--- config.mk ---
export PLATFORM = sky130hd
export DESIGN_NAME = periodic_task_scheduler_unit
export DESIGN_NICKNAME = d
export VERILOG_FILES = /design/src/rtl/core/pts_pkg.sv /design/src/rtl/core/pts_task_mem.sv /design/src/rtl/core/pts_out_reg.sv /design/src/rtl/core/periodic_task_scheduler_unit.sv
export SDC_FILE = /design/constraint.sdc
export NUM_CORES = 2
export LEC_CHECK = 0
export BUFFER_PORTS_ARGS = -buffer_cell sky130_fd_sc_hd__clkbuf_2
export CAP_MARGIN = 15
export CORE_MARGIN = 2
export CORE_UTILIZATION = 40
export DETAILED_ROUTE_END_ITERATION = 7
export GPL_ROUTABILITY_DRIVEN = 0
export RECOVER_POWER = 25
export SYNTH_ARGS = -nofsm -noshare
export SYNTH_HDL_FRONTEND = slang
export SYNTH_SLANG_ARGS = --single-unit
--- constraint.sdc ---
create_clock -name i_clk -period 17.6 [get_ports i_clk]
set_input_delay 0.88 -clock i_clk [delete_from_list [all_inputs] [get_ports i_clk]]
set_output_delay 0.88 -clock i_clk [all_outputs]
set_load 0.05 [all_outputs]
--- src/rtl/core/pts_pkg.sv ---
package pts_pkg;

    // Most reports one run pass may produce before the scan stops
    localparam int unsigned MAX_REPORTS = 16;
    // Wide enough to count up to MAX_REPORTS fires
    localparam int unsigned FIRE_W = $clog2(MAX_REPORTS + 1);

    // Input op codes
    localparam logic OP_REGISTER = 1'b0;
    localparam logic OP_RUN      = 1'b1;

    // Result kind codes
    localparam logic KIND_REPLY = 1'b0;
    localparam logic KIND_RUN   = 1'b1;

    // Sequencer states
    typedef enum logic [1:0] {
        ST_IDLE,
        ST_SCAN,
        ST_DONE
    } t_state;

    // One result word
    typedef struct packed {
        logic       kind;
        logic       accepted;
        logic [3:0] task_index;
        logic       fired;
        logic       last;
    } t_report;

endpackage

--- src/rtl/core/pts_task_mem.sv ---
module pts_task_mem #(
    parameter int unsigned DEPTH = 16,
    parameter int unsigned AW    = 4
) (
    input  logic          i_clk,
    input  logic          i_per_we,
    input  logic          i_lr_we,
    input  logic [AW-1:0] i_wr_addr,
    input  logic [31:0]   i_per_wdata,
    input  logic [31:0]   i_lr_wdata,
    input  logic          i_rd_en,
    input  logic [AW-1:0] i_rd_addr,
    output logic [31:0]   o_per_rdata,
    output logic [31:0]   o_lr_rdata
);

    logic [31:0] r_per_mem [DEPTH];
    logic [31:0] r_lr_mem  [DEPTH];
    logic [31:0] r_per_rd;
    logic [31:0] r_lr_rd;

    // Period table: written on register
    always_ff @(posedge i_clk) begin
        if (i_per_we) begin
            r_per_mem[i_wr_addr] <= i_per_wdata;
        end
        if (i_rd_en) begin
            r_per_rd <= r_per_mem[i_rd_addr];
        end
    end

    // Last-run table: written on register and on fire
    always_ff @(posedge i_clk) begin
        if (i_lr_we) begin
            r_lr_mem[i_wr_addr] <= i_lr_wdata;
        end
        if (i_rd_en) begin
            r_lr_rd <= r_lr_mem[i_rd_addr];
        end
    end

    assign o_per_rdata = r_per_rd;
    assign o_lr_rdata  = r_lr_rd;

endmodule

--- src/rtl/core/pts_out_reg.sv ---
module pts_out_reg (
    input  logic             i_clk,
    input  logic             i_rst_n,
    input  logic             i_push,
    input  pts_pkg::t_report i_rep,
    output logic             o_can_push,
    input  logic             i_out_ready,
    output logic             o_out_valid,
    output pts_pkg::t_report o_rep
);

    logic             r_valid;
    pts_pkg::t_report r_rep;

    // Slot frees up in the same cycle the held word is taken
    assign o_can_push = !r_valid || i_out_ready;

    always_ff @(posedge i_clk) begin
        if (!i_rst_n) begin
            r_valid <= 1'b0;
        end else if (o_can_push) begin
            r_valid <= i_push;
        end
    end

    // Payload, no reset
    always_ff @(posedge i_clk) begin
        if (i_push && o_can_push) begin
            r_rep <= i_rep;
        end
    end

    assign o_out_valid = r_valid;
    assign o_rep       = r_rep;

endmodule

--- src/rtl/core/periodic_task_scheduler_unit.sv ---
// Channel   Direction  Handshake                  Word
// input     in         i_in_valid / o_in_ready    i_op, i_now, i_period, i_start_delay
// output    out        o_out_valid / i_out_ready  o_kind, o_accepted, o_task_index,
//                                                 o_fired, o_last
//
// Register: accepted in idle; reply pushed from the done state to the output register.
// Run pass: one slot per cycle through the single read port of the task memory
//   while the scan is not stalled; new items are taken only once back in idle.
// A fired slot is held in the pending word so its last flag is known; the scan stalls
//   only when a new fire finds that slot still waiting for the full output register.
// Reset empties the table (task count to zero); the task memory is not cleared.
module periodic_task_scheduler_unit #(
    parameter int unsigned TASK_SLOTS = 16
) (
    input  logic        i_clk,
    input  logic        i_rst_n,
    input  logic        i_in_valid,
    output logic        o_in_ready,
    input  logic        i_op,
    input  logic [31:0] i_now,
    input  logic [31:0] i_period,
    input  logic [31:0] i_start_delay,
    output logic        o_out_valid,
    input  logic        i_out_ready,
    output logic        o_kind,
    output logic        o_accepted,
    output logic [3:0]  o_task_index,
    output logic        o_fired,
    output logic        o_last
);

    localparam int unsigned IDX_W = (TASK_SLOTS > 1) ? $clog2(TASK_SLOTS) : 1;
    localparam int unsigned CNT_W = $clog2(TASK_SLOTS + 1);

    pts_pkg::t_state  r_state, n_state;
    logic [CNT_W-1:0] r_count, n_count;
    logic [IDX_W-1:0] r_scan, n_scan;
    logic [pts_pkg::FIRE_W-1:0] r_fires, n_fires;
    logic [31:0]      r_now, n_now;
    pts_pkg::t_report r_pend, n_pend;

    // Memory port signals
    logic             w_per_we, w_lr_we, w_rd_en;
    logic [IDX_W-1:0] w_wr_addr, w_rd_addr;
    logic [31:0]      w_per_wdata, w_lr_wdata;
    logic [31:0]      w_per_rdata, w_lr_rdata;

    // Output register signals
    logic             w_push, w_can_push;
    pts_pkg::t_report w_rep, w_out_rep;

    logic             w_full, w_fire, w_stall, w_last_slot, w_done;
    logic [31:0]      w_elapsed;
    logic [IDX_W+3:0] w_count_ext, w_scan_ext;

    pts_task_mem #(
        .DEPTH (TASK_SLOTS),
        .AW    (IDX_W)
    ) u_mem (
        .i_clk       (i_clk),
        .i_per_we    (w_per_we),
        .i_lr_we     (w_lr_we),
        .i_wr_addr   (w_wr_addr),
        .i_per_wdata (w_per_wdata),
        .i_lr_wdata  (w_lr_wdata),
        .i_rd_en     (w_rd_en),
        .i_rd_addr   (w_rd_addr),
        .o_per_rdata (w_per_rdata),
        .o_lr_rdata  (w_lr_rdata)
    );

    pts_out_reg u_out (
        .i_clk       (i_clk),
        .i_rst_n     (i_rst_n),
        .i_push      (w_push),
        .i_rep       (w_rep),
        .o_can_push  (w_can_push),
        .i_out_ready (i_out_ready),
        .o_out_valid (o_out_valid),
        .o_rep       (w_out_rep)
    );

    assign o_kind       = w_out_rep.kind;
    assign o_accepted   = w_out_rep.accepted;
    assign o_task_index = w_out_rep.task_index;
    assign o_fired      = w_out_rep.fired;
    assign o_last       = w_out_rep.last;

    // Slot numbers reported on 4 bits
    assign w_count_ext = {4'b0, r_count[IDX_W-1:0]};
    assign w_scan_ext  = {4'b0, r_scan};

    assign w_full      = (r_count == CNT_W'(TASK_SLOTS));
    assign w_elapsed   = r_now - w_lr_rdata;
    assign w_fire      = (w_elapsed >= w_per_rdata);
    // A second fire cannot be taken while the earlier one still waits to go out
    assign w_stall     = w_fire && r_pend.fired && !w_can_push;
    assign w_last_slot = ((CNT_W'(r_scan) + CNT_W'(1)) == r_count);
    assign w_done      = w_last_slot ||
                         (w_fire && (r_fires == pts_pkg::FIRE_W'(pts_pkg::MAX_REPORTS - 1)));

    // State registers
    always_ff @(posedge i_clk) begin
        if (!i_rst_n) begin
            r_state <= pts_pkg::ST_IDLE;
            r_count <= '0;
        end else begin
            r_state <= n_state;
            r_count <= n_count;
        end
    end

    always_ff @(posedge i_clk) begin
        r_scan  <= n_scan;
        r_fires <= n_fires;
        r_now   <= n_now;
        r_pend  <= n_pend;
    end

    // Sequencer: next state, memory access, report push
    always_comb begin
        n_state     = r_state;
        n_count     = r_count;
        n_scan      = r_scan;
        n_fires     = r_fires;
        n_now       = r_now;
        n_pend      = r_pend;
        o_in_ready  = 1'b0;
        w_per_we    = 1'b0;
        w_lr_we     = 1'b0;
        w_wr_addr   = r_scan;
        w_per_wdata = i_period;
        w_lr_wdata  = r_now;
        w_rd_en     = 1'b0;
        w_rd_addr   = r_scan + IDX_W'(1);
        w_push      = 1'b0;
        w_rep       = r_pend;
        w_rep.last  = 1'b0;
        case (r_state)
            pts_pkg::ST_IDLE: begin
                o_in_ready = 1'b1;
                if (i_in_valid) begin
                    n_now = i_now;
                    if (i_op == pts_pkg::OP_REGISTER) begin
                        n_pend.kind       = pts_pkg::KIND_REPLY;
                        n_pend.accepted   = 1'b0;
                        n_pend.task_index = 4'd0;
                        n_pend.fired      = 1'b0;
                        n_pend.last       = 1'b1;
                        if (!w_full) begin
                            w_per_we          = 1'b1;
                            w_lr_we           = 1'b1;
                            w_wr_addr         = r_count[IDX_W-1:0];
                            w_lr_wdata        = i_now + i_start_delay - i_period;
                            n_count           = r_count + CNT_W'(1);
                            n_pend.accepted   = 1'b1;
                            n_pend.task_index = w_count_ext[3:0];
                        end
                        n_state = pts_pkg::ST_DONE;
                    end else begin
                        n_pend.kind       = pts_pkg::KIND_RUN;
                        n_pend.accepted   = 1'b0;
                        n_pend.task_index = 4'd0;
                        n_pend.fired      = 1'b0;
                        n_pend.last       = 1'b1;
                        n_fires           = '0;
                        n_scan            = '0;
                        if (r_count == '0) begin
                            n_state = pts_pkg::ST_DONE;
                        end else begin
                            w_rd_en   = 1'b1;
                            w_rd_addr = '0;
                            n_state   = pts_pkg::ST_SCAN;
                        end
                    end
                end
            end
            pts_pkg::ST_SCAN: begin
                if (!w_stall) begin
                    if (w_fire) begin
                        w_lr_we           = 1'b1;
                        w_push            = r_pend.fired;
                        n_pend.kind       = pts_pkg::KIND_RUN;
                        n_pend.accepted   = 1'b0;
                        n_pend.task_index = w_scan_ext[3:0];
                        n_pend.fired      = 1'b1;
                        n_fires           = r_fires + pts_pkg::FIRE_W'(1);
                    end
                    if (w_done) begin
                        n_state = pts_pkg::ST_DONE;
                    end else begin
                        w_rd_en = 1'b1;
                        n_scan  = r_scan + IDX_W'(1);
                    end
                end
            end
            pts_pkg::ST_DONE: begin
                // Final word of the item carries last
                w_rep.last = 1'b1;
                if (w_can_push) begin
                    w_push  = 1'b1;
                    n_state = pts_pkg::ST_IDLE;
                end
            end
            default: begin
                n_state = pts_pkg::ST_IDLE;
            end
        endcase
    end

endmodule

==> summary.md <==
| Metric | Value |
|---|---|
| Number of buffers inserted by port buffering | `110` |
| Fraction of the cycle the final worst path needs | `62.8%` |
| Status | `complete, but fails checks` |
| Main area contributors after synthesis | `sky130_fd_sc_hd__edfxtp_1 (68%), sky130_fd_sc_hd__mux4_2 (5.7%), sky130_fd_sc_hd__a211oi_1 (3.1%), sky130_fd_sc_hd__ha_1 (2.6%), sky130_fd_sc_hd__nand2_1 (2.4%)` |
| Row cnt | `130` |
| Sum of net half-perimeters after detailed placement | `77.2 mm` |
| Number of antenna violations at the first check in global routing | `4` |
| Critical Setup Path Class | `reg -> reg` |
| CTS root buffer | `sky130_fd_sc_hd__clkbuf_16` |
| Worst setup timing slack at the placement stage | `10.53 ns` |
| Total DRC errors in the routed layout | `0` |
| Gr ovfl total | `0` |
| Count of mapped cells out of synthesis | `3376` |
| Number of nets in the layout | `3721` |
| Number of nets in the synthesized netlist | `3612` |
| Register bit count reported by yosys | `1152` |
| Maximum fanout encountered on the critical timing path | `97` |
| Global Route Usage Sum | `20.2%` |
| Critical path arrival | `11.43 ns` |
| Clock transition time at the flip-flop clock pins of the worst setup and hold paths | `0.07 ns` |
| Maximum Capacitance Violations | `2` |
| CTS HTree Levels | `3` |
| Core region area | `125000 µm²` |
| Vias in the first global route | `28300` |
| Yosys cell types | `62` |
| First drt pass iteration count | `5` |
| Largest vdd supply drop | `88.0 µV` |
| Failing checks | `max-capacitance violations, max-slew violations` |
| ANT nets after route | `0` |
| Max-slew violation count | `132` |
| Mean cell area of the mapped netlist | `14.9 µm²` |
| Most used standard cell by instance count after synthesis | `sky130_fd_sc_hd__edfxtp_1` |
| CTS tree | `built` |
| Fin Setup TNS | `0 ns` |
| Crit. End Element | `flip-flop` |
| Sink count of the clock tree | `1152` |
| Worst setup skew after layout | `0.0304 ns` |
| Die H | `359 µm` |
| Netlist area before placement | `50300 µm²` |
| DR vias | `28900` |
| Critical Path Start Type | `flip-flop` |
| Die X-Extent | `359 µm` |
| Area share of the largest cell type after synthesis | `68.3%` |
| Count of fill cells added during filler insertion | `11000` |
| Final Worst Setup Slack | `6.55 ns` |
| Number of buffers added by the clock tree synthesis step | `114` |
| Proportion of synthesized flip-flops having asynchronous set or reset | `0%` |
| EDFF count, synth | `1144` |
| Most area-hungry cell type in the Yosys netlist | `sky130_fd_sc_hd__edfxtp_1` |
| Sequential area share after synthesis | `68.6%` |
| Number of endpoints with negative hold slack in the final report | `0` |
| Number of top-level design ports | `111` |
| Later-pin clock latency in the skew report | `0.71 ns` |
| Leak Pwr | `19.1 nW` |
| CTS Hold Bufs | `0` |
| Per-cell via count in the routed design | `5.53` |
| Count of cells resized by post-cts repair | `0` |
| Final Critical Period | `11.05 ns` |
| Drt initial violations | `2926` |
| Classification of the worst-slack hold path | `in -> reg` |
| Leading cell types by count after synthesis | `sky130_fd_sc_hd__edfxtp_1 (1144), sky130_fd_sc_hd__nand2_1 (328), sky130_fd_sc_hd__inv_1 (210)` |
| Area added between synthesis and finish | `12.2%` |
| Pin count of the biggest net entering global routing | `148` |
| Pwr dens | `130 nW/µm²` |
| Yosys warns | `0` |
| Commonest register cell after synthesis | `sky130_fd_sc_hd__edfxtp_1` |
| Effective utilization at floorplan | `40.2%` |
| Max transition margin | `-466%` |
| Highest attainable clock frequency | `90.5 MHz` |
| Endpoint required time on the critical path | `17.98 ns` |
| Routed WL | `130 mm` |
| Count of buffers added by post-CTS timing repair for setup | `0` |
| Area enclosed by the die boundary | `129000 µm²` |
| Proportion of layout cells with a drive suffix above 1 | `13.0%` |
| Max clock buf depth | `3` |
| Post-detailed-route wirelength per cell | `24.9 µm` |
| Worst slew pin tran | `8.49 ns` |
| RSZ-0062 raised after global routing | `false` |
| Final Setup Violations | `0` |
| Global-route wire length before repair | `190 mm` |
power breakdown:
part	switching [mW]	internal, mW
Combinational	1.20	0.618
Clock	1.03	1.26
Sequential	0.0249	3.20
Total	2.26	5.07
critical path, cell delays in order (launching register included):
cell	delay [ns]
sky130_fd_sc_hd__edfxtp_1	0.32
sky130_fd_sc_hd__clkbuf_1	5.85
sky130_fd_sc_hd__ha_1	0.94
sky130_fd_sc_hd__xnor2_1	0.19
sky130_fd_sc_hd__nor2_4	0.11
sky130_fd_sc_hd__buf_4	0.65
sky130_fd_sc_hd__buf_4	0.81
sky130_fd_sc_hd__buf_4	0.77
sky130_fd_sc_hd__mux4_2	0.58
sky130_fd_sc_hd__a21oi_1	0.24
sky130_fd_sc_hd__a21oi_1	0.16
area by class of cell:
class | count | area, µm² | share of cell area [%]
Clock inverter | 74 | 447 | 0.792
Inverter | 210 | 788 | 1.40
Antenna cell | 2 | 5.00 | 0.00887
Timing Repair Buffer | 188 | 1090 | 1.93
Tap cell | 1650 | 2060 | 3.66
Multi-Input combinational cell | 1819 | 14500 | 25.7
Sequential cell | 1152 | 34500 | 61.2
Clock buffer | 140 | 3010 | 5.34
registers in the layout, indices dropped and copies added (netlist names):
register	count
r_count	5
r_fires	5
r_now	32
r_pend	7
r_scan	4
r_state	2
u_mem.o_lr_rdata	32
u_mem.o_per_rdata	32
u_mem.r_lr_mem	512
u_mem.r_per_mem	512
u_out.o_out_valid	1
u_out.o_rep	8
final timing paths:
path,endpoint,start,cells past startpoint,slack (ns)
min reg2reg,u_out.o_rep[4],r_pend[4],0,0.42
min,r_now[28],i_now[28],1,0.38
max reg2reg,u_mem.o_per_rdata[19],r_scan[0],10,6.55
max,u_mem.o_per_rdata[19],r_scan[0],10,6.55
cells by family (layout without fill, tap and decap cells):
logic type / after synthesis / in the layout / synth area share [%]
AND/OR/NAND/NOR: 764 / 764 / 7.53
buffers and inverters: 405 / 612 / 3.13
other: 0 / 2 / 0
multiplexers: 131 / 131 / 5.79
adder cells (fa/ha/maj): 135 / 135 / 3.84
XOR/XNOR: 66 / 66 / 1.15
AO/OA/AOI/OAI: 723 / 723 / 9.93
flip-flops: 1152 / 1152 / 68.6
stage by stage:
stage	hold WS [ns]	utilization, %	cells	instance area, µm²	power (mW)
3_3_place_gp	0.406	42.3	5016	53000	5.08
4_1_cts	0.319	45.1	5230	56500	7.37
2_1_floorplan	0.400	-	3376	50300	4.45
3_5_place_dp	0.409	42.3	5016	53000	5.09
5_1_grt	0.388	45.0	5233	56400	7.64
6_report	0.377	45.1	5235	56400	7.33
per-layer routing:
layer  wire (µm)  GRT usage (%)  vias to the layer above
li1            -              -                    13100
met1       56300           28.1                    14800
met2       63900           33.8                      870
met3        7140           2.40                      164
met4        2790           5.01                        2
met5           7              0                        -
cell usage in the layout, fill, tap and decap left out, types with 43 or more instances in the layout:
cell / instances
sky130_fd_sc_hd__xnor2_1: 43
sky130_fd_sc_hd__a21oi_1: 191
sky130_fd_sc_hd__clkbuf_16: 117
sky130_fd_sc_hd__a211oi_1: 206
sky130_fd_sc_hd__clkbuf_1: 89
sky130_fd_sc_hd__o21ai_0: 64
sky130_fd_sc_hd__clkbuf_2: 47
sky130_fd_sc_hd__inv_1: 210
sky130_fd_sc_hd__a311oi_1: 128
sky130_fd_sc_hd__a21o_1: 48
sky130_fd_sc_hd__buf_4: 71
sky130_fd_sc_hd__mux4_2: 128
sky130_fd_sc_hd__edfxtp_1: 1144
sky130_fd_sc_hd__and2_1: 138
sky130_fd_sc_hd__ha_1: 103
sky130_fd_sc_hd__nand2b_1: 134
sky130_fd_sc_hd__nand2_1: 327
Note: power is estimated with default switching activity, not from simulation.
